### config.mk
export PLATFORM = sky130hd
export DESIGN_NAME = lapet_kernel
export DESIGN_NICKNAME = d
export VERILOG_FILES = /design/src/lapet_pkg.sv /design/src/lapet_kernel.sv
export SDC_FILE = /design/constraint.sdc
export NUM_CORES = 1
export LEC_CHECK = 0
export BUFFER_PORTS_ARGS = -buffer_cell sky130_fd_sc_hd__buf_2
export CAP_MARGIN = 40
export CELL_PAD_IN_SITES_DETAIL_PLACEMENT = 1
export CELL_PAD_IN_SITES_GLOBAL_PLACEMENT = 1
export CORE_UTILIZATION = 37
export DETAILED_ROUTE_END_ITERATION = 8
export PLACE_DENSITY_LB_ADDON = 0.05
export REMOVE_ABC_BUFFERS = 1
export SKIP_LAST_GASP = 1
export SYNTH_ARGS = -nofsm -noshare
export SYNTH_HDL_FRONTEND = slang
export SYNTH_SLANG_ARGS = --single-unit
### constraint.sdc
create_clock -name vclk -period 6.6
set_input_delay 0.66 -clock vclk [all_inputs]
set_output_delay 0.66 -clock vclk [all_outputs]
set_load 0.01 [all_outputs]
### src/lapet_pkg.sv
`default_nettype none
package lapet_pkg;

  localparam int PIX_W = 8;
  localparam logic [PIX_W-1:0] PIX_MAX = {PIX_W{1'b1}};

  localparam int FW_W = 12;
  localparam int FH_W = 16;
  localparam int TH_W = 8;
  localparam int CFG_DATA_W = 16;
  localparam int CFG_IDX_W = 2;

  localparam logic [FW_W-1:0] FW_RESET = 12'd640;
  localparam logic [FH_W-1:0] FH_RESET = 16'd480;
  localparam logic [TH_W-1:0] TH_RESET = 8'd26;

  localparam logic [FW_W-1:0] FW_MIN = 12'd3;
  localparam logic [FH_W-1:0] FH_MIN = 16'd3;

  localparam int DEF_MAX_WIDTH = 2048;

  typedef enum logic [CFG_IDX_W-1:0] {
    CFG_FRAME_WIDTH,
    CFG_FRAME_HEIGHT,
    CFG_EDGE_THRESHOLD
  } cfg_index_t;

  typedef struct packed {
    logic [PIX_W-1:0] centre;
    logic [PIX_W-1:0] up;
    logic [PIX_W-1:0] down;
    logic [PIX_W-1:0] left;
    logic [PIX_W-1:0] right;
  } lapet_win_t;

  typedef struct packed {
    logic [PIX_W-1:0] out_pixel;
    logic             frame_end;
  } lapet_res_t;

endpackage
`default_nettype wire

### src/lapet_kernel.sv
`default_nettype none
module lapet_kernel (
  input  wire lapet_pkg::lapet_win_t       win,
  input  wire logic [lapet_pkg::TH_W-1:0]  threshold,
  output logic      [lapet_pkg::PIX_W-1:0] edge_pixel
);
  import lapet_pkg::*;

  localparam int RESP_W = PIX_W + 3;

  logic [RESP_W-1:0] resp;
  logic [PIX_W-1:0]  clamped;
  logic              negative;
  logic              overflow;

  always_comb begin
    resp = {1'b0, win.centre, 2'b00}
         - {3'b000, win.up} - {3'b000, win.down}
         - {3'b000, win.left} - {3'b000, win.right};
    negative = resp[RESP_W-1];
    overflow = !negative && (resp[RESP_W-2:PIX_W] != '0);
    if (negative) begin
      clamped = '0;
    end else if (overflow) begin
      clamped = PIX_MAX;
    end else begin
      clamped = resp[PIX_W-1:0];
    end
    edge_pixel = (TH_W'(clamped) > threshold) ? PIX_MAX : '0;
  end

endmodule
`default_nettype wire

==> results of run 1 <==
final cells by class:
type	instances	area [um2]
fill	478	1960
multi-input combinational	104	1120
timing repair buffer	56	280
inverter	63	236
tap	48	60.1
worst max-delay path by stage:
stage                     startpoint       endpoint  cells past startpoint
after floorplan              win[13]  edge_pixel[0]                     20
after global placement       win[13]  edge_pixel[0]                     22
after detailed placement     win[13]  edge_pixel[4]                     21
after CTS                    win[13]  edge_pixel[4]                     21
after global routing         win[13]  edge_pixel[1]                     21
final                        win[13]  edge_pixel[4]                     21
stage by stage:
| stage | instances | total power (W) | hold WS (ps) | worst slack [ps] |
|---|---|---|---|---|
| after floorplan | 167 | 0.000384 | 1950 | 526 |
| after global placement | 271 | 0.000498 | 1990 | 529 |
| after detailed placement | 271 | 0.000519 | 2020 | 346 |
| after CTS | 271 | 0.000524 | 2020 | 341 |
| after global routing | 271 | 0.000589 | 2070 | 95.2 |
| final | 271 | 0.000514 | 2030 | 374 |
cell usage in the layout (no fill, tap or decap):
| cell | instances |
|---|---|
| o21a_1 | 8 |
| and2_0 | 1 |
| a31o_2 | 1 |
| a211oi_1 | 1 |
| mux2i_1 | 1 |
| xor2_1 | 3 |
| nand4_1 | 2 |
| nand3_1 | 1 |
| or4_1 | 1 |
| o221a_4 | 1 |
| a21o_1 | 6 |
| buf_2 | 56 |
| ha_1 | 21 |
| inv_1 | 63 |
| nor2_1 | 3 |
| xnor2_1 | 4 |
| o21ai_1 | 1 |
| nor2b_1 | 2 |
| a21oi_1 | 9 |
| a221o_1 | 1 |
| o21ai_0 | 4 |
| nand2_1 | 5 |
| nor3_1 | 2 |
| fa_1 | 23 |
| nand2b_1 | 2 |
| a32oi_1 | 1 |
synthesized netlist by cell type, types with 2 or more instances:
cell / instances
xor2_1: 3
nor2_1: 3
fa_1: 23
nand2b_1: 2
a21oi_1: 9
xnor2_1: 4
o21ai_0: 4
nand4_1: 2
buf_4: 7
a21o_1: 6
inv_1: 63
nor3_1: 2
nor2b_1: 2
ha_1: 21
nand2_1: 5
o21a_1: 8
critical path, delay by kind of cell:
kind / cells / cell delay (ps)
compound gates: 10 / 1910
fa+ha+maj: 5 / 2170
buf+inv: 5 / 380
simple gates: 1 / 450
power groups by stage:
| stage | combinational [W] | clock [W] | sequential, W |
|---|---|---|---|
| 2_1_floorplan | 0.000384 | 0 | 0 |
| 3_3_place_gp | 0.000498 | 0 | 0 |
| 3_5_place_dp | 0.000519 | 0 | 0 |
| 4_1_cts | 0.000524 | 0 | 0 |
| 5_1_grt | 0.000589 | 0 | 0 |
| 6_report | 0.000514 | 0 | 0 |
cells by family after synthesis:
logic type | Yosys count
fa+ha+maj | 44
simple gates | 19
buf+inv | 70
compound gates | 33
xor+xnor | 7
mux | 1
routing by layer:
| layer | up-vias | GRT usage [%] | wire (um) |
|---|---|---|---|
| met2 | 33 | 29.0 | 1390 |
| met1 | 560 | 17.1 | 1100 |
| met4 | 0 | 0 | 0 |
| li1 | 623 | - | - |
| met3 | 0 | 0.357 | 109 |
| met5 | - | 0 | 0 |
==> flow_summary.ini, run 1 <==
[outcome]
status = completed

[logic_synthesis]
synth_warnings = 0
yosys.area_share.simple_pct = 6.83
syn_inst = 174
synth_mux_area_share_pct = 0.710
synth_xor_area_share_pct = 4.35
yosysUniqueCellTypes = 26
synth_top_area_share_pct = 32.7
avgSynthCellArea_um2 = 8.10
ys_seq_area_share_pct = 0
synth_compound_area_share_pct = 16.3
netlist_top_cells_area = fa_1 (33%), ha_1 (19%), inv_1 (17%)
synth_top_family_by_area = adder cells
netlist.top_cell.by_area = fa_1
synthAdderAreaFrac_pct = 51.3
syn_area_um2 = 1410

[timing]
relSlewSlack_pct = 71.2
worst_slew_pin_slew_ps = 430
hold_violations = 0
slew_violations = 0
setup_viol_count_final = 0
final.min_clock_period_ps = 6230
rsz0062_at_grt = no
fmax_mhz = 161
setup_tns_ps = 0
fin_crit_sh_pct = 94.3

[setup_path]
end_kind = output port
cp_common_cell = a21o_1
worstPathMaxFanout = 8
critPathArrivalTime_ps = 5570
cp_cell_sequence = buf_2, inv_1, fa_1, inv_1, fa_1, fa_1, inv_1, ha_1, a21o_1, a21o_1, a221o_1, or4_1, o221a_4, o21a_1, ha_1, a21o_1, a21o_1, a21oi_1, o21ai_0, o21a_1, buf_2
critPathMaxStageDelay_ps = 540
slowest_stage = fa_1
criticalPathCategory = in -> out
cp-start-kind = primary input
critPathRequiredTime_ps = 5940

[finish]
final_cell_area_um2 = 1700
fin_util_pct = 46.4
layout.nets = 317
n_sequential_cell = 0
regArea_um2 = 0
nClkBuffers = 0
insertedDiodeCount = 0
synthToLayoutAreaGrowth_pct = 20.4
layout-drive-gt1-share_pct = 26.0

[global_route]
grt_pass1_wl_um = 4860
grtUsageTotal_pct = 14.2
grt_overflow_total = 0
grt_max_degree = 9
grt_pass1_vias = 1256
antenna_found_initial = 0

[placement]
gp_congestion = 0.790
dpl-instance-area_um2 = 1700
dp_hpwl_um = 2520
port_buffers = 56

[routing]
vias = 1216
dr.pass1.iters = 6
first_iter_violations = 7
avgRoutedWirePerCell_um = 9.61
drc = 0
ant_nets = 0
routed_via_density = 4.49
wl_um = 2610

[clock_network]
cts_hold_buf = 0
cts_resized = 0
cts_setup_buffers = 0

[pwr]
p_leak_nw = 1.07
internal_power_w = 0.000236
power.share.sequential_pct = 0
peakVddDrop_v = 0.000197
cellPowerDensity_nw_per_um2 = 302
p_sw_w = 0.000278
clock_power_share_pct = 0
switching_share_pct = 54.1
pwr-share-comb_pct = 100.0

[floorplanning]
die_width_um = 63.7
start_util_pct = 38.5
rows = 22
ios = 56
die-area_um2 = 4060
die_height_um = 63.7
core_um2 = 3660

[worst_hold_path]
hold_depth = 5
min_path_type = in -> out
min_from = threshold[0]
worstHoldEndpoint = edge_pixel[5]

[job]
drv_cap = 0
No activity file was read; power rests on OpenSTA's default activity.
==> run 2: changes to the inputs <==
--- a/config.mk
+++ b/config.mk
@@ -5,6 +5,7 @@
 export SDC_FILE = /design/constraint.sdc
 export NUM_CORES = 1
 export LEC_CHECK = 0
+export ABC_AREA = 1
 export BUFFER_PORTS_ARGS = -buffer_cell sky130_fd_sc_hd__buf_2
 export CAP_MARGIN = 40
 export CELL_PAD_IN_SITES_DETAIL_PLACEMENT = 1
==> flow_summary.ini, run 2 <==
[outcome]
status = completed

[timing]
fin_crit_sh_pct = 82.8
hold_violations = 0
worst_slew_pin_slew_ps = 395
relSlewSlack_pct = 73.7
slew_violations = 0
rsz0062_at_grt = no
setup_tns_ps = 0
final.min_clock_period_ps = 5470
hold_ws_ps = 2030
setup_viol_count_final = 0
layout_setup_ws_ps = 1130
fmax_mhz = 183

[finish]
insertedDiodeCount = 0
nClkBuffers = 0
layout.cells.most_common_list = inv_1 (95), buf_2 (56), nand2_1 (47), fa_1 (23), ha_1 (21)
final_common_cell = inv_1
n_sequential_cell = 0
multi_input_area_um2 = 1200
fillers = 578
regArea_um2 = 0
layout-drive-gt1-share_pct = 22.9
finalNonFillerCells = 343
layout.nets = 387
fin_util_pct = 46.7
synthToLayoutAreaGrowth_pct = 17.9

[setup_path]
cp-start-kind = primary input
cp_cell_sequence = buf_2, inv_1, fa_1, inv_1, fa_1, fa_1, inv_1, ha_1, nand2_1, clkinv_1, a21oi_1, nand2_1, nand4_1, nand3_4, nand2_1, inv_1, ha_1, nand2_1, o21ai_0, nand2_1, a21oi_1, buf_2
critPathArrivalTime_ps = 4810
end_kind = output port
critPathMaxStageDelay_ps = 530
critPathRequiredTime_ps = 5940
worstPathMaxFanout = 8
criticalPathCategory = in -> out
slowest_stage = fa_1
cp_common_cell = nand2_1
cp_top_family = adder cells
crit_buf_inv = 7

[clock_network]
cts_hold_buf = 0
cts_setup_buffers = 0
cts_resized = 0

[routing]
dr.pass1.iters = 4
vias = 1497
ant_nets = 0
drc = 0
wl_um = 3130
first_iter_violations = 18
routed_via_density = 4.36
avgRoutedWirePerCell_um = 9.13

[logic_synthesis]
syn_area_um2 = 1620
avgSynthCellArea_um2 = 6.63
synthMostInstantiatedCell = inv_1
synth_warnings = 0
netlist_top_cells_count = inv_1 (95), nand2_1 (47), fa_1 (23)
netlist.top_cell.by_area = fa_1
syn_inst = 244
netlist_top_cells_area = fa_1 (28%), inv_1 (22%), ha_1 (16%)
yosysUniqueCellTypes = 23
ys_seq_area_share_pct = 0
synth_top_area_share_pct = 28.5

[floorplanning]
start_util_pct = 39.6
core_um2 = 4090
rows = 23
ios = 56
die_height_um = 68.1
die_width_um = 68.1
die-area_um2 = 4640

[placement]
place_ws_ps = 1070
placedCellCount = 343
gp_congestion = 0.755
dp_hpwl_um = 3070
port_buffers = 56

[global_route]
grt_pass1_vias = 1477
grtUsageTotal_pct = 15.2
grt_pass1_wl_um = 5650
antenna_found_initial = 0
grt_max_degree = 9
grt_overflow_total = 0

[pwr]
peakVddDrop_v = 0.000114
cellPowerDensity_nw_per_um2 = 313
p_leak_nw = 1.31

[worst_hold_path]
min_path_type = in -> out

[job]
drv_cap = 0
## run 2: cell count changes in the layout (fill, tap and decap cells not counted), sizes merged, moves of 2 or more
cell    change
a21o        -5
inv        +34
nand2      +47
nand2b      -2
nand3      +16
nand3b      +2
nand4       +2
nor2b       -2
o21a        -8
o21ai       -4
xnor2       -3
## run 2: worst paths after layout
path  depth (start not counted)       endpoint    startpoint
min                           6  edge_pixel[3]  threshold[0]
max                          22  edge_pixel[5]       win[12]
## run 2: cell families (layout without fill, tap and decap cells)
logic type | Yosys count | count (layout) | share of synthesized area, %
buf+inv | 105 | 154 | 26.0
simple gates | 80 | 80 | 23.7
fa+ha+maj | 44 | 44 | 44.7
compound gates | 12 | 12 | 4.02
xor+xnor | 3 | 3 | 1.62
## run 2: metal layers
metal	share of wire [%]	track usage, %	vias up
li1	-	-	788
met5	0	0	-
met4	0	0	0
met2	53	30.6	26
met3	2.8	0.167	0
met1	44	18.8	683
## run 2: stage by stage
stage | power, W | instance area, um2
after CTS | 0.000613 | 1910
after global placement | 0.000594 | 1910
final | 0.000597 | 1910
after floorplan | 0.000448 | 1570
after global routing | 0.000705 | 1910
after detailed placement | 0.000610 | 1910
## run 2: final cells by class
| class | count | share of cell area (%) |
|---|---|---|
| tap | 50 | 3.28 |
| multi-input combinational | 139 | 62.8 |
| inverter | 98 | 19.3 |
| timing repair buffer | 56 | 14.7 |
## run 2: report_power, final
part           internal, W  switching [W]  total (W)
sequential               0              0          0
combinational     0.000232       0.000365   0.000597
clock                    0              0          0
==> run 3: changes to the inputs <==
--- a/config.mk
+++ b/config.mk
@@ -10,7 +10,7 @@
 export CAP_MARGIN = 40
 export CELL_PAD_IN_SITES_DETAIL_PLACEMENT = 1
 export CELL_PAD_IN_SITES_GLOBAL_PLACEMENT = 1
-export CORE_UTILIZATION = 37
+export CORE_UTILIZATION = 33
 export DETAILED_ROUTE_END_ITERATION = 8
 export PLACE_DENSITY_LB_ADDON = 0.05
 export REMOVE_ABC_BUFFERS = 1
==> constraint.sdc (replaced) <==
create_clock -name vclk -period 4.6
set_input_delay 0.46 -clock vclk [all_inputs]
set_output_delay 0.46 -clock vclk [all_outputs]
set_load 0.01 [all_outputs]
==> flow_summary.ini, run 3 (synthesis gave the netlist of run 2 again) <==
[outcome]
status = complete, but fails checks
violations = setup timing

[timing]
layout_setup_ws_ps = -179
slew_violations = 0
fin_crit_sh_pct = 104
fmax_mhz = 209
rsz0062_at_grt = yes
setup_viol_count_final = 8
hold_ws_ps = 1630
hold_violations = 0
final.min_clock_period_ps = 4780
relSlewSlack_pct = 77.8
worst_slew_pin_slew_ps = 332

[finish]
nClkBuffers = 0
finalNonFillerCells = 378
synthToLayoutAreaGrowth_pct = 48.4
final_common_cell = inv_1
regArea_um2 = 0
layout-drive-gt1-share_pct = 45.3
layout.nets = 405
layout.cells.most_common_list = inv_1 (88), buf_2 (50), nand2_1 (28), fa_1 (23), nand2_2 (21)
n_sequential_cell = 0
insertedDiodeCount = 0
fillers = 616

[floorplanning]
die-area_um2 = 5190
die_height_um = 72.0
start_util_pct = 34.3
die_width_um = 72.0
core_um2 = 4720
ios = 56
rows = 25

[worst_hold_path]
min_path_type = in -> out

[setup_path]
cp_cell_sequence = buf_6, inv_2, fa_1, inv_2, fa_1, fa_1, inv_2, ha_4, nand2_4, inv_2, nand2_2, nand2_2, nand2_2, nand4_1, nand2_4, nand3_2, nand2_2, inv_2, ha_4, nand2_1, nor2_2, a211oi_2, a21oi_4, buf_2
critPathMaxStageDelay_ps = 560
cp_common_cell = inv_2
cp-start-kind = primary input
end_kind = output port
criticalPathCategory = in -> out
slowest_stage = fa_1
critPathRequiredTime_ps = 4140
critPathArrivalTime_ps = 4320
worstPathMaxFanout = 8

[placement]
placedCellCount = 376
gp_congestion = 0.728
port_buffers = 56
dp_hpwl_um = 3150

[routing]
ant_nets = 0
first_iter_violations = 22
drc = 0
vias = 1600
dr.pass1.iters = 4
routed_via_density = 4.23
wl_um = 3540
avgRoutedWirePerCell_um = 9.37

[pwr]
p_leak_nw = 1.44
p_total_w = 0.00133
peakVddDrop_v = 0.000185
cellPowerDensity_nw_per_um2 = 552

[clock_network]
cts_hold_buf = 0

[global_route]
grt_pass1_vias = 1588
grt_pass1_wl_um = 6200
grtUsageTotal_pct = 14.3
grt_max_degree = 9
grt_overflow_total = 0
antenna_found_initial = 0

[job]
drv_cap = 0
-- run 3: changes by cell type in the layout (fill, tap and decap cells not counted), sizes merged --
| cell | delta |
|---|---|
| buf | +18 |
-- run 3: worst max-delay path: cells and delay by family --
| kind | cells | cell delay, ps |
|---|---|---|
| and+or+nand+nor | 10 | 900 |
| buffers and inverters | 7 | 470 |
| AOI/OAI and AO/OA | 2 | 350 |
| adders and majority gates | 5 | 2130 |
-- run 3: path summary, 6_finish.rpt --
kind	start	cells past startpoint	end
worst min-delay path	threshold[0]	6	edge_pixel[5]
worst max-delay path	win[27]	24	edge_pixel[3]
-- run 3: metrics by stage --
step                      setup TNS, ps  area, um2  util (%)  setup WS (ps)
final                             -1280       2400      50.8           -179
after global routing              -3020       2400      50.8           -403
after CTS                         -1230       2290      48.5           -163
after detailed placement          -3380       2050      43.4           -425
after global placement            -2970       2050      43.4           -371
after floorplan                   -6230       1570         -           -779
-- run 3: power by group --
part / switching (W) / total (W) / internal, W
clock: 0 / 0 / 0
sequential: 0 / 0 / 0
combinational: 0.000709 / 0.00133 / 0.000616
-- run 3: what timing repair did --
item                                   CTS  global route
endpoints found under the hold margin    0             0
setup buffers                            0             3
pin swaps                               18             8
cloned                                   0             0
setup endpoints to repair                8             8
gates resized for setup                 45            24
-- run 3: final cells by class --
class / instances / area [um2] / area share, %
Tap cell: 67 / 83.8 / 3.49
Inverter: 98 / 369 / 15.4
Multi-Input combinational cell: 139 / 1490 / 62.1
Timing Repair Buffer: 74 / 457 / 19.0
-- run 3: routing by layer --
| layer | global-route usage [%] | up-vias | routed length (um) |
|---|---|---|---|
| met3 | 0 | 0 | 58 |
| met4 | 0 | 0 | 0 |
| met1 | 17.4 | 752 | 1550 |
| li1 | - | 824 | - |
| met5 | 0 | - | 0 |
| met2 | 29.6 | 24 | 1940 |
