### src/lapet_pkg.sv
`default_nettype none
package lapet_pkg;

  localparam int PIX_W = 8;
  localparam logic [PIX_W-1:0] PIX_MAX = {PIX_W{1'b1}};

  localparam int FW_W = 12;
  localparam int FH_W = 16;
  localparam int TH_W = 8;
  localparam int CFG_DATA_W = 16;
  localparam int CFG_IDX_W = 2;

  localparam logic [FW_W-1:0] FW_RESET = 12'd640;
  localparam logic [FH_W-1:0] FH_RESET = 16'd480;
  localparam logic [TH_W-1:0] TH_RESET = 8'd26;

  localparam logic [FW_W-1:0] FW_MIN = 12'd3;
  localparam logic [FH_W-1:0] FH_MIN = 16'd3;

  localparam int DEF_MAX_WIDTH = 2048;

  typedef enum logic [CFG_IDX_W-1:0] {
    CFG_FRAME_WIDTH,
    CFG_FRAME_HEIGHT,
    CFG_EDGE_THRESHOLD
  } cfg_index_t;

  typedef struct packed {
    logic [PIX_W-1:0] centre;
    logic [PIX_W-1:0] up;
    logic [PIX_W-1:0] down;
    logic [PIX_W-1:0] left;
    logic [PIX_W-1:0] right;
  } lapet_win_t;

  typedef struct packed {
    logic [PIX_W-1:0] out_pixel;
    logic             frame_end;
  } lapet_res_t;

endpackage
`default_nettype wire

### src/lapet_stream_if.sv
`default_nettype none


interface lapet_out_if;
  logic                       valid;
  logic                       ready;
  logic [lapet_pkg::PIX_W-1:0] out_pixel;
  logic                       frame_end;

  modport source(output valid, output out_pixel, output frame_end, input ready);
  modport sink(input valid, input out_pixel, input frame_end, output ready);
endinterface
`default_nettype wire

### src/lapet_out_skid.sv
`default_nettype none
module lapet_out_skid (
  input  wire logic                  clk,
  input  wire logic                  rst,
  input  wire logic                  push,
  input  wire lapet_pkg::lapet_res_t push_data,
  output logic                       full,
  lapet_out_if.source                pix_out
);
  import lapet_pkg::*;

  logic       main_valid;
  logic       skid_valid;
  lapet_res_t main_data;
  lapet_res_t skid_data;
  logic       pop;

  assign pop = main_valid && pix_out.ready;
  assign full = skid_valid;

  always_ff @(posedge clk) begin
    if (rst) begin
      main_valid <= 1'b0;
      skid_valid <= 1'b0;
    end else if (skid_valid) begin
      if (pop) begin
        main_data  <= skid_data;
        skid_valid <= 1'b0;
      end
    end else if (push) begin
      if (!main_valid || pop) begin
        main_data  <= push_data;
        main_valid <= 1'b1;
      end else begin
        skid_data  <= push_data;
        skid_valid <= 1'b1;
      end
    end else if (pop) begin
      main_valid <= 1'b0;
    end
  end

  assign pix_out.valid     = main_valid;
  assign pix_out.out_pixel = main_data.out_pixel;
  assign pix_out.frame_end = main_data.frame_end;

endmodule
`default_nettype wire

### src/flat_wrapper.sv
// flat-port wrapper written by rule: the top's interface ports become plain ports
module lapet_out_skid_flat import lapet_pkg::*;
  (clk, rst, push, push_data, full, pix_out_valid, pix_out_out_pixel, pix_out_frame_end, pix_out_ready);
  lapet_out_if pix_out_i ();
  input  wire logic clk;
  input  wire logic rst;
  input  wire logic push;
  input  wire lapet_pkg::lapet_res_t push_data;
  output logic full;
  output wire logic [$bits(pix_out_i.valid)-1:0] pix_out_valid;
  output wire logic [$bits(pix_out_i.out_pixel)-1:0] pix_out_out_pixel;
  output wire logic [$bits(pix_out_i.frame_end)-1:0] pix_out_frame_end;
  input wire logic [$bits(pix_out_i.ready)-1:0] pix_out_ready;
  assign pix_out_valid = pix_out_i.valid;
  assign pix_out_out_pixel = pix_out_i.out_pixel;
  assign pix_out_frame_end = pix_out_i.frame_end;
  assign pix_out_i.ready = pix_out_ready;
  lapet_out_skid u_core (.clk(clk), .rst(rst), .push(push), .push_data(push_data), .full(full), .pix_out(pix_out_i));
endmodule
### config.mk
export PLATFORM = sky130hd
export DESIGN_NAME = lapet_out_skid_flat
export DESIGN_NICKNAME = d
export VERILOG_FILES = /design/src/lapet_pkg.sv /design/src/lapet_stream_if.sv /design/src/lapet_out_skid.sv /design/src/flat_wrapper.sv
export SDC_FILE = /design/constraint.sdc
export NUM_CORES = 1
export LEC_CHECK = 0
export BUFFER_PORTS_ARGS = -buffer_cell sky130_fd_sc_hd__buf_2
export CORE_MARGIN = 2
export CORE_UTILIZATION = 30
export CTS_BUF_LIST = sky130_fd_sc_hd__clkbuf_8
export DETAILED_ROUTE_END_ITERATION = 7
export SLEW_MARGIN = 25
export SYNTH_ARGS = -nofsm -noshare
export SYNTH_HDL_FRONTEND = slang
export SYNTH_SLANG_ARGS = --single-unit
### constraint.sdc
create_clock -name clk -period 4.3 [get_ports clk]
set_clock_uncertainty 0.2 [all_clocks]
set_input_delay 0.645 -clock clk [delete_from_list [all_inputs] [get_ports clk]]
set_output_delay 0.645 -clock clk [all_outputs]
set_load 0.005 [all_outputs]
==> flow_metrics.env, run 1 <==
export IMPL_drv_slew=0
export IMPL_synthCells=40
export IMPL_min_period_ns=2.11
export IMPL_combPwrFrac=0.083
export IMPL_fmax_ghz=0.474
export IMPL_p_leak_nw=0.376
export IMPL_post_place_ws_ns=1.97
export IMPL_status="finished, final reports clean"
export IMPL_syn_num_nets=53
export IMPL_hold_violations=0
export IMPL_swShare=0.189
export IMPL_grt_max_degree=15
export IMPL_ys_ff_latch=20
export IMPL_p_seq_frac=0.574
export IMPL_max_slew_margin=0.398
export IMPL_post_synth_cell_area_avg_sq_um=19.5
export IMPL_max_vdd_ir_drop_v=0.000145
export IMPL_area_growth_pct=27.1
export IMPL_path_cells="nand2_4 -> a221oi_2"
export IMPL_cts_sinks=20
export IMPL_power_frac_clock=0.343
export IMPL_grt_pass1_wl_microns=1840
export IMPL_cts_setup_buffers=0
export IMPL_io_buffers=23
export IMPL_ys_seq_area_frac=0.745
export IMPL_core_area_sq_mm=0.00248
export IMPL_antenna_found_initial=0
export IMPL_finalSetupViolCount=0
export IMPL_power_switching_mw=0.0750
export IMPL_post_synth_num_cell_types=14
export IMPL_hpwl_microns=908
export IMPL_avgRoutedWirePerCell_microns=12.9
export IMPL_setup_ws_ns=2.19
export IMPL_io_pins=24
export IMPL_internal_power_mw=0.321
export IMPL_timing_setup_tns_ns=0
export IMPL_cts_buffers_inserted=3
export IMPL_clk_latency_ns=0.25
export IMPL_die_w_microns=55.0
export IMPL_timing_max_cap_violations=0
export IMPL_critPathRequiredTime_ns=3.97
export IMPL_p_total_mw=0.396
export IMPL_grt_busiest_layer="met2"
export IMPL_hold_ws_ns=0.351
export IMPL_gp_congestion=0.705
export IMPL_powerDensity_mw_per_mm2=400
export IMPL_die_area_sq_mm=0.00302
export IMPL_cp_max_fo=14
export IMPL_critPathMaxStageDelay_ns=0.75
export IMPL_cts_max_path_buffers=2
export IMPL_clk_transition_reported_paths_ns=0.07
export IMPL_postRouteAntennaNets=0
export IMPL_dp_cells=92
export IMPL_drt_iter0_drc=5
export IMPL_cp_end_kind="flip-flop"
export IMPL_cp_arrival_ns=1.79
export IMPL_hold_class="flip-flop to flip-flop"
export IMPL_vias=426
export IMPL_nNetsFinal=80
export IMPL_rows=18
export IMPL_htreeDepth=1
export IMPL_num_antenna_cells=0
export IMPL_synth_cell_area_sq_um=779
export IMPL_grt_pass1_vias=417
export IMPL_worstSetupStartpointType="flip-flop"
export IMPL_fp_dieH_microns=55.0
export IMPL_cts_hold_buf=0
export IMPL_use_met1=0.104
export IMPL_met2_usage=0.155
export IMPL_yosysWarnings=0
export IMPL_wl_microns=1240
export IMPL_overflow=0
export IMPL_cts_root_buf="clkbuf_8"
export IMPL_period_share=0.491
export IMPL_first_pass_iters=2
export IMPL_drcViolationCount=0
export IMPL_grt_usage=0.0922
export IMPL_drive_gt1_frac=0.621
export IMPL_fin_cells=96
export IMPL_worst_pin_slew_ns=0.903
export IMPL_rsz0062_at_grt="no"
export IMPL_avgViaCountPerCell=4.44
export IMPL_start_util=0.315
export IMPL_cts_resized=0
export IMPL_critPathKind="flip-flop to flip-flop"
export IMPL_met3_usage=0.0376
export IMPL_cpMaxStageDelayCell="a221oi_2"
export IMPL_cts_tree="done"
-- stage by stage --
step | util | area [sq um]
final | 0.400 | 991
after global routing | 0.400 | 991
after CTS | 0.396 | 982
after detailed placement | 0.374 | 927
after global placement | 0.374 | 927
after floorplan | - | 779
-- Yosys cell counts, drive strengths merged --
cell type / count / share of area
nand2: 1 / 0.014
a221oi: 1 / 0.019
o22ai: 1 / 0.0080
a21oi: 1 / 0.0064
nor4b: 1 / 0.011
a211oi: 1 / 0.0096
inv: 1 / 0.0048
mux2: 9 / 0.13
dfxtp: 2 / 0.051
edfxtp: 18 / 0.69
nand2b: 2 / 0.026
buf: 1 / 0.014
and2b: 1 / 0.011
-- cell families after synthesis --
group	count (synthesis)	synth area share
buffers and inverters	2	0.0193
flip-flops	20	0.745
AND/OR/NAND/NOR	5	0.0626
AO/OA/AOI/OAI	4	0.0433
multiplexers	9	0.130
-- cells in the final DEF, fill, tap and decap left out --
cell type | netlist | routed
o22ai_1 | 1 | 1
dfxtp_1 | 2 | 2
buf_2 | 0 | 23
edfxtp_1 | 18 | 18
a21oi_1 | 1 | 1
nand2_4 | 1 | 1
inv_1 | 1 | 1
and2b_2 | 1 | 1
nand2b_4 | 1 | 1
nor4b_4 | 0 | 1
mux2_2 | 9 | 9
a221oi_2 | 1 | 1
nand2b_1 | 1 | 1
clkbuf_8 | 0 | 4
a211oi_1 | 1 | 1
-- final timing paths --
| check | from | to | slack, ns | cells past startpoint |
|---|---|---|---|---|
| setup / recovery | u_core.full | u_core.pix_out.out_pixel[7] | 2.19 | 2 |
| hold / removal | u_core.skid_data[0] | u_core.pix_out.frame_end | 0.35 | 1 |
| setup reg to reg | u_core.full | u_core.pix_out.out_pixel[7] | 2.19 | 2 |
| hold reg to reg | u_core.skid_data[0] | u_core.pix_out.frame_end | 0.35 | 1 |
-- layout make-up --
cell class	instances	area, sq um
Fill cell	248	1490
Sequential cell	20	581
Multi-Input combinational cell	18	199
Timing Repair Buffer	23	115
Clock buffer	4	55.1
Tap cell	30	37.5
Inverter	1	3.75
-- worst max-delay path: cells and delay by family (launching register included) --
kind / cells / cell delay [ns]
flip-flops: 1 / 0.71
AND/OR/NAND/NOR: 1 / 0.08
AO/OA/AOI/OAI: 1 / 0.75
-- power groups by stage --
stage	sequential, mW	clock, mW	combinational [mW]
after CTS	0.228	0.141	0.0323
after global routing	0.229	0.151	0.0361
after global placement	0.231	0	0.0317
after detailed placement	0.232	0	0.0321
final	0.227	0.136	0.0328
after floorplan	0.230	0	0.0179
-- metal layers --
metal  vias to the layer above  wire length [microns]
met5                         -                      0
met4                         0                      0
met3                         0                    109
met2                        16                    595
met1                       202                    530
li1                        208                      -
-- flip-flops by register name (all words and copies together) (netlist names) --
signal                    flops
u_core.pix_out.out_pixel      8
u_core.full                   1
u_core.pix_out.valid          1
u_core.skid_data              9
u_core.pix_out.frame_end      1
(Power assumes the default switching activity.)
==> run 2, diff against run 1 <==
==> constraint.sdc (replaced) <==
create_clock -name clk -period 2.2 [get_ports clk]
set_clock_uncertainty 0.2 [all_clocks]
set_input_delay 0.33 -clock clk [delete_from_list [all_inputs] [get_ports clk]]
set_output_delay 0.33 -clock clk [all_outputs]
set_load 0.005 [all_outputs]
==> flow_metrics.env, run 2 (synthesis gave the netlist of run 1 again) <==
export IMPL_cp_arrival_ns=1.49
export IMPL_grt_usage=0.104
export IMPL_postRouteAntennaNets=0
export IMPL_overflow=0
export IMPL_status="finished, final reports clean"
export IMPL_cts_buffers_inserted=3
export IMPL_cpMaxStageDelayCell="dfxtp_1"
export IMPL_top_register="u_core.skid_data"
export IMPL_antenna_found_initial=0
export IMPL_grt_max_degree=15
export IMPL_io_buffers=23
export IMPL_clk_transition_reported_paths_ns=0.07
export IMPL_die_area_sq_mm=0.00302
export IMPL_drv_slew=0
export IMPL_worstSetupStartpointType="flip-flop"
export IMPL_cp_max_fo=14
export IMPL_drive_gt1_frac=0.623
export IMPL_cts_hold_buf=0
export IMPL_internal_power_mw=0.594
export IMPL_cts_sinks=20
export IMPL_cts_root_buf="clkbuf_8"
export IMPL_start_util=0.315
export IMPL_path_cells="nand2_4 -> a221oi_2 -> buf_4"
export IMPL_hold_class="primary input to flip-flop"
export IMPL_fin_util=0.402
export IMPL_power_switching_mw=0.151
export IMPL_path_buf_inv=1
export IMPL_cts_setup_buffers=0
export IMPL_largest_reg_flops=9
export IMPL_die_w_microns=55.0
export IMPL_area_growth_pct=27.6
export IMPL_cts_max_path_buffers=2
export IMPL_period_share=0.788
export IMPL_htreeDepth=1
export IMPL_worst_pin_slew_ns=0.599
export IMPL_finalSetupViolCount=0
export IMPL_nNetsFinal=83
export IMPL_min_period_ns=1.73
export IMPL_rsz0062_at_grt="no"
export IMPL_critPathRequiredTime_ns=1.96
export IMPL_layout_common_cells="23 x buf_2, 18 x edfxtp_1, 9 x mux2_2, 3 x clkbuf_8, 3 x buf_4"
export IMPL_grt_pass1_vias=466
export IMPL_critPathMaxStageDelay_ns=0.70
export IMPL_layout_commonest_cell="buf_2"
export IMPL_fp_dieH_microns=55.0
export IMPL_avgRoutedWirePerCell_microns=13.6
export IMPL_drt_iter0_drc=4
export IMPL_hold_ws_ns=0.0683
export IMPL_num_antenna_cells=0
export IMPL_core_area_sq_mm=0.00248
export IMPL_swShare=0.202
export IMPL_max_slew_margin=0.600
export IMPL_drcViolationCount=0
export IMPL_timing_max_cap_violations=0
export IMPL_cp_end_kind="flip-flop"
export IMPL_max_vdd_ir_drop_v=0.000305
export IMPL_gp_congestion=0.743
export IMPL_hpwl_microns=968
export IMPL_timing_setup_tns_ns=0
export IMPL_powerDensity_mw_per_mm2=749
export IMPL_critPathKind="flip-flop to flip-flop"
export IMPL_cts_tree="done"
export IMPL_rows=18
export IMPL_clk_latency_ns=0.25
export IMPL_wl_microns=1350
export IMPL_p_seq_frac=0.597
export IMPL_combPwrFrac=0.088
export IMPL_fmax_ghz=0.577
export IMPL_first_pass_iters=4
export IMPL_vias=456
export IMPL_cts_resized=0
export IMPL_grt_pass1_wl_microns=2060
export IMPL_p_leak_nw=0.382
export IMPL_avgViaCountPerCell=4.61
export IMPL_io_pins=24
export IMPL_hold_violations=0
export IMPL_cp_top_family="flip-flops"
export IMPL_power_frac_clock=0.316
-- run 2: changes by cell type in the layout (fill, tap and decap cells not counted), sizes merged --
cell,delta
buf,+3
clkbuf,-1
clkinv,+1
-- run 2: area by class of cell --
cell class / instances / area [sq um]
well taps: 30 / 37.5
flip-flops and latches: 20 / 581
fillers: 242 / 1480
clock buffers: 3 / 41.3
clock inverters: 1 / 3.75
repair buffers: 26 / 138
multi-input cells: 18 / 190
inverters: 1 / 3.75
-- run 2: metrics by stage --
| stage | setup slack, ns | power (mW) | instance area (sq um) | instances |
|---|---|---|---|---|
| 3_5_place_dp | 0.459 | 0.519 | 950 | 95 |
| 2_1_floorplan | 0.0553 | 0.485 | 779 | 40 |
| 3_3_place_gp | 0.499 | 0.517 | 950 | 95 |
| 5_1_grt | 0.360 | 0.780 | 995 | 99 |
| 6_report | 0.467 | 0.745 | 995 | 99 |
| 4_1_cts | 0.448 | 0.755 | 995 | 99 |
-- run 2: worst reg2reg max path: stages, from the launching register on --
cell and delay [ns]:
dfxtp_1 0.70, nand2_4 0.08, a221oi_2 0.24, buf_4 0.22
-- run 2: metal layers --
layer	track usage	wire length, microns	part of all wire
met5	0	0	0
met1	0.118	575	0.43
met4	0.0732	10	0.0074
met2	0.167	667	0.49
met3	0.0323	95	0.070
-- run 2: power groups by stage --
stage / Clock (mW) / Combinational [mW] / Sequential (mW)
3_3_place_gp: 0 / 0.0650 / 0.452
6_report: 0.235 / 0.0654 / 0.444
5_1_grt: 0.261 / 0.0729 / 0.446
2_1_floorplan: 0 / 0.0350 / 0.450
3_5_place_dp: 0 / 0.0663 / 0.453
4_1_cts: 0.244 / 0.0668 / 0.445
-- run 2: path summary, 6_finish.rpt --
kind                                           from                          end  slack (ns)  depth (start not counted)
worst max-delay path                    u_core.full  u_core.pix_out.out_pixel[3]        0.47                          3
worst min-delay path                   push_data[2]          u_core.skid_data[2]        0.07                          1
worst max register to register          u_core.full  u_core.pix_out.out_pixel[3]        0.47                          3
worst min register to register  u_core.skid_data[0]     u_core.pix_out.frame_end        0.35                          1
==> run 3, diff against run 2 <==
--- a/config.mk
+++ b/config.mk
@@ -5,6 +5,7 @@
 export SDC_FILE = /design/constraint.sdc
 export NUM_CORES = 1
 export LEC_CHECK = 0
+export ABC_AREA = 1
 export BUFFER_PORTS_ARGS = -buffer_cell sky130_fd_sc_hd__buf_2
 export CORE_MARGIN = 2
 export CORE_UTILIZATION = 30
==> constraint.sdc (replaced) <==
create_clock -name clk -period 1.5 [get_ports clk]
set_clock_uncertainty 0.2 [all_clocks]
set_input_delay 0.225 -clock clk [delete_from_list [all_inputs] [get_ports clk]]
set_output_delay 0.225 -clock clk [all_outputs]
set_load 0.005 [all_outputs]
==> flow_metrics.env, run 3 <==
export IMPL_clk_transition_reported_paths_ns=0.07
export IMPL_layout_common_cells="34 x nand2_1, 23 x buf_2, 18 x edfxtp_1, 9 x dlygate4sd3_1"
export IMPL_timing_max_cap_violations=0
export IMPL_grt_busiest_layer="met2"
export IMPL_hpwl_microns=1140
export IMPL_path_buf_inv=2
export IMPL_max_slew_margin=0.894
export IMPL_max_vdd_ir_drop_v=0.000508
export IMPL_drive_gt1_frac=0.336
export IMPL_rows=18
export IMPL_drcViolationCount=0
export IMPL_path_cells="inv_2 -> nand2_1 -> nand2_1 -> nor2_2 -> buf_4"
export IMPL_avgRoutedWirePerCell_microns=11.5
export IMPL_critPathRequiredTime_ns=1.26
export IMPL_hold_class="primary input to flip-flop"
export IMPL_layout_commonest_cell="nand2_1"
export IMPL_timing_setup_tns_ns=0
export IMPL_worst_pin_slew_ns=0.159
export IMPL_wl_microns=1570
export IMPL_start_util=0.317
export IMPL_status="finished, final reports clean"
export IMPL_dp_cells=124
export IMPL_min_period_ns=1.40
export IMPL_top_register="u_core.skid_data"
export IMPL_p_leak_nw=0.499
export IMPL_cp_common_cell="nand2_1"
export IMPL_fmax_ghz=0.716
export IMPL_fp_dieH_microns=55.2
export IMPL_synthCells=69
export IMPL_gp_congestion=0.595
export IMPL_swShare=0.190
export IMPL_cts_sinks=20
export IMPL_ys_ff_latch=20
export IMPL_critPathKind="flip-flop to flip-flop"
export IMPL_internal_power_mw=1.05
export IMPL_grt_max_degree=13
export IMPL_post_synth_cell_area_avg_sq_um=11.4
export IMPL_syn_num_nets=82
export IMPL_synth_edf_count=18
export IMPL_die_w_microns=55.2
export IMPL_grt_pass1_vias=584
export IMPL_power_switching_mw=0.247
export IMPL_avgViaCountPerCell=4.29
export IMPL_core_area_sq_mm=0.00248
export IMPL_worstSetupStartpointType="flip-flop"
export IMPL_postRouteAntennaNets=0
export IMPL_cp_max_fo=9
export IMPL_powerDensity_mw_per_mm2=1170
export IMPL_num_antenna_cells=0
export IMPL_rsz0062_at_grt="no"
export IMPL_drv_slew=0
export IMPL_first_pass_iters=4
export IMPL_cts_setup_buffers=0
export IMPL_met3_usage=0.0323
export IMPL_combPwrFrac=0.093
export IMPL_overflow=0
export IMPL_nNetsFinal=121
export IMPL_drt_iter0_drc=3
export IMPL_io_pins=24
export IMPL_cpMaxStageDelayCell="dfxtp_2"
export IMPL_yosys_area_top_type_share=0.688
export IMPL_finalSetupViolCount=0
export IMPL_antenna_found_initial=0
export IMPL_yosysWarnings=0
export IMPL_io_buffers=23
export IMPL_use_met1=0.128
export IMPL_synthMostInstantiatedCell="nand2_1"
export IMPL_critPathMaxStageDelay_ns=0.38
export IMPL_vias=588
export IMPL_htreeDepth=1
export IMPL_clk_latency_ns=0.26
export IMPL_p_seq_frac=0.496
export IMPL_ys_flop_type="edfxtp_1"
export IMPL_cts_tree="done"
export IMPL_synth_largest_area_cell="edfxtp_1"
export IMPL_power_frac_clock=0.411
export IMPL_synthTopCellsByArea="edfxtp_1 69%, nand2_1 16%, dfxtp_1 5.1%"
export IMPL_cts_max_path_buffers=2
export IMPL_synthArstFlopShare=0
export IMPL_cp_arrival_ns=1.16
export IMPL_cts_buffers_inserted=3
export IMPL_largest_reg_flops=9
export IMPL_die_area_sq_mm=0.00304
export IMPL_synth_cell_area_sq_um=786
export IMPL_fin_util=0.449
export IMPL_synth_common_cells="34 x nand2_1, 18 x edfxtp_1, 6 x nor2_1, 4 x inv_1"
export IMPL_ys_seq_area_frac=0.739
export IMPL_cp_top_family="flip-flops"
export IMPL_cts_root_buf="clkbuf_8"
export IMPL_fin_cells=137
export IMPL_hold_violations=0
export IMPL_met2_usage=0.212
export IMPL_area_growth_pct=41.7
export IMPL_grt_usage=0.121
export IMPL_grt_pass1_wl_microns=2440
export IMPL_post_synth_num_cell_types=9
export IMPL_cp_end_kind="flip-flop"
export IMPL_period_share=0.931
==> run 3: cell count changes in the layout (fill, tap and decap cells not counted), sizes merged, moves of 2 or more <==
cell         previous run  this run
nand2                   1        34
dlygate4sd3             0         9
mux2                    9         0
nor2                    0         6
inv                     1         5
nand2b                  2         0
==> run 3: routing by layer <==
layer  vias up  wire length (microns)
li1        297                      -
met1       268                    599
met2        21                    868
met3         2                     84
met4         0                     21
met5         -                      0
==> run 3: cell families (layout without fill, tap and decap cells) <==
| family | after synthesis | after routing | share of synthesized area |
|---|---|---|---|
| buffers and inverters | 7 | 45 | 0.0525 |
| flip-flops | 20 | 20 | 0.739 |
| AND/OR/NAND/NOR | 41 | 41 | 0.197 |
| AO/OA/AOI/OAI | 1 | 1 | 0.0111 |
==> run 3: path summary, 6_finish.rpt <==
kind / start / to / slack [ns] / cells after the start
setup / recovery: u_core.full / u_core.pix_out.out_pixel[1] / 0.10 / 5
hold / removal: rst / u_core.pix_out.valid / 0.04 / 4
hold reg to reg: u_core.skid_data[8] / u_core.pix_out.out_pixel[7] / 0.32 / 2
setup reg to reg: u_core.full / u_core.pix_out.out_pixel[1] / 0.10 / 5
==> run 3: worst reg2reg max path, cell delays in order, from the launching register on <==
cell	delay (ns)
dfxtp_2	0.38
inv_2	0.06
nand2_1	0.10
nand2_1	0.09
nor2_2	0.10
buf_4	0.18
==> run 3: timing repair <==
item                                    in CTS  in global routing
resized for setup                            0                  1
endpoints found under the hold margin        9                  0
endpoints found under the setup margin       0                  9
hold buffers                                 9                  0
==> run 3: per-stage QoR <==
stage,total power [mW],setup slack (ns),hold WS (ns),area (sq um)
after floorplan,0.708,0.0781,0.124,791
after detailed placement,0.760,0.0732,0.223,951
after global routing,1.35,0.0130,0.0629,1110
after CTS,1.31,0.0649,0.0404,1110
after global placement,0.755,0.142,0.220,951
final,1.30,0.103,0.0426,1110
==> run 3: area by class of cell <==
type / count / area [sq um]
Sequential cell: 20 / 582
Clock buffer: 3 / 41.3
Timing Repair Buffer: 36 / 235
Fill cell: 242 / 1360
Clock inverter: 1 / 30.0
Multi-Input combinational cell: 42 / 169
Tap cell: 30 / 37.5
Inverter: 5 / 18.8
==> run 3: power by group through the flow <==
stage,clock (mW),sequential (mW),combinational [mW]
after floorplan,0,0.658,0.0506
after global placement,0,0.655,0.0993
after detailed placement,0,0.656,0.104
after CTS,0.547,0.643,0.122
after global routing,0.566,0.647,0.138
final,0.534,0.643,0.121
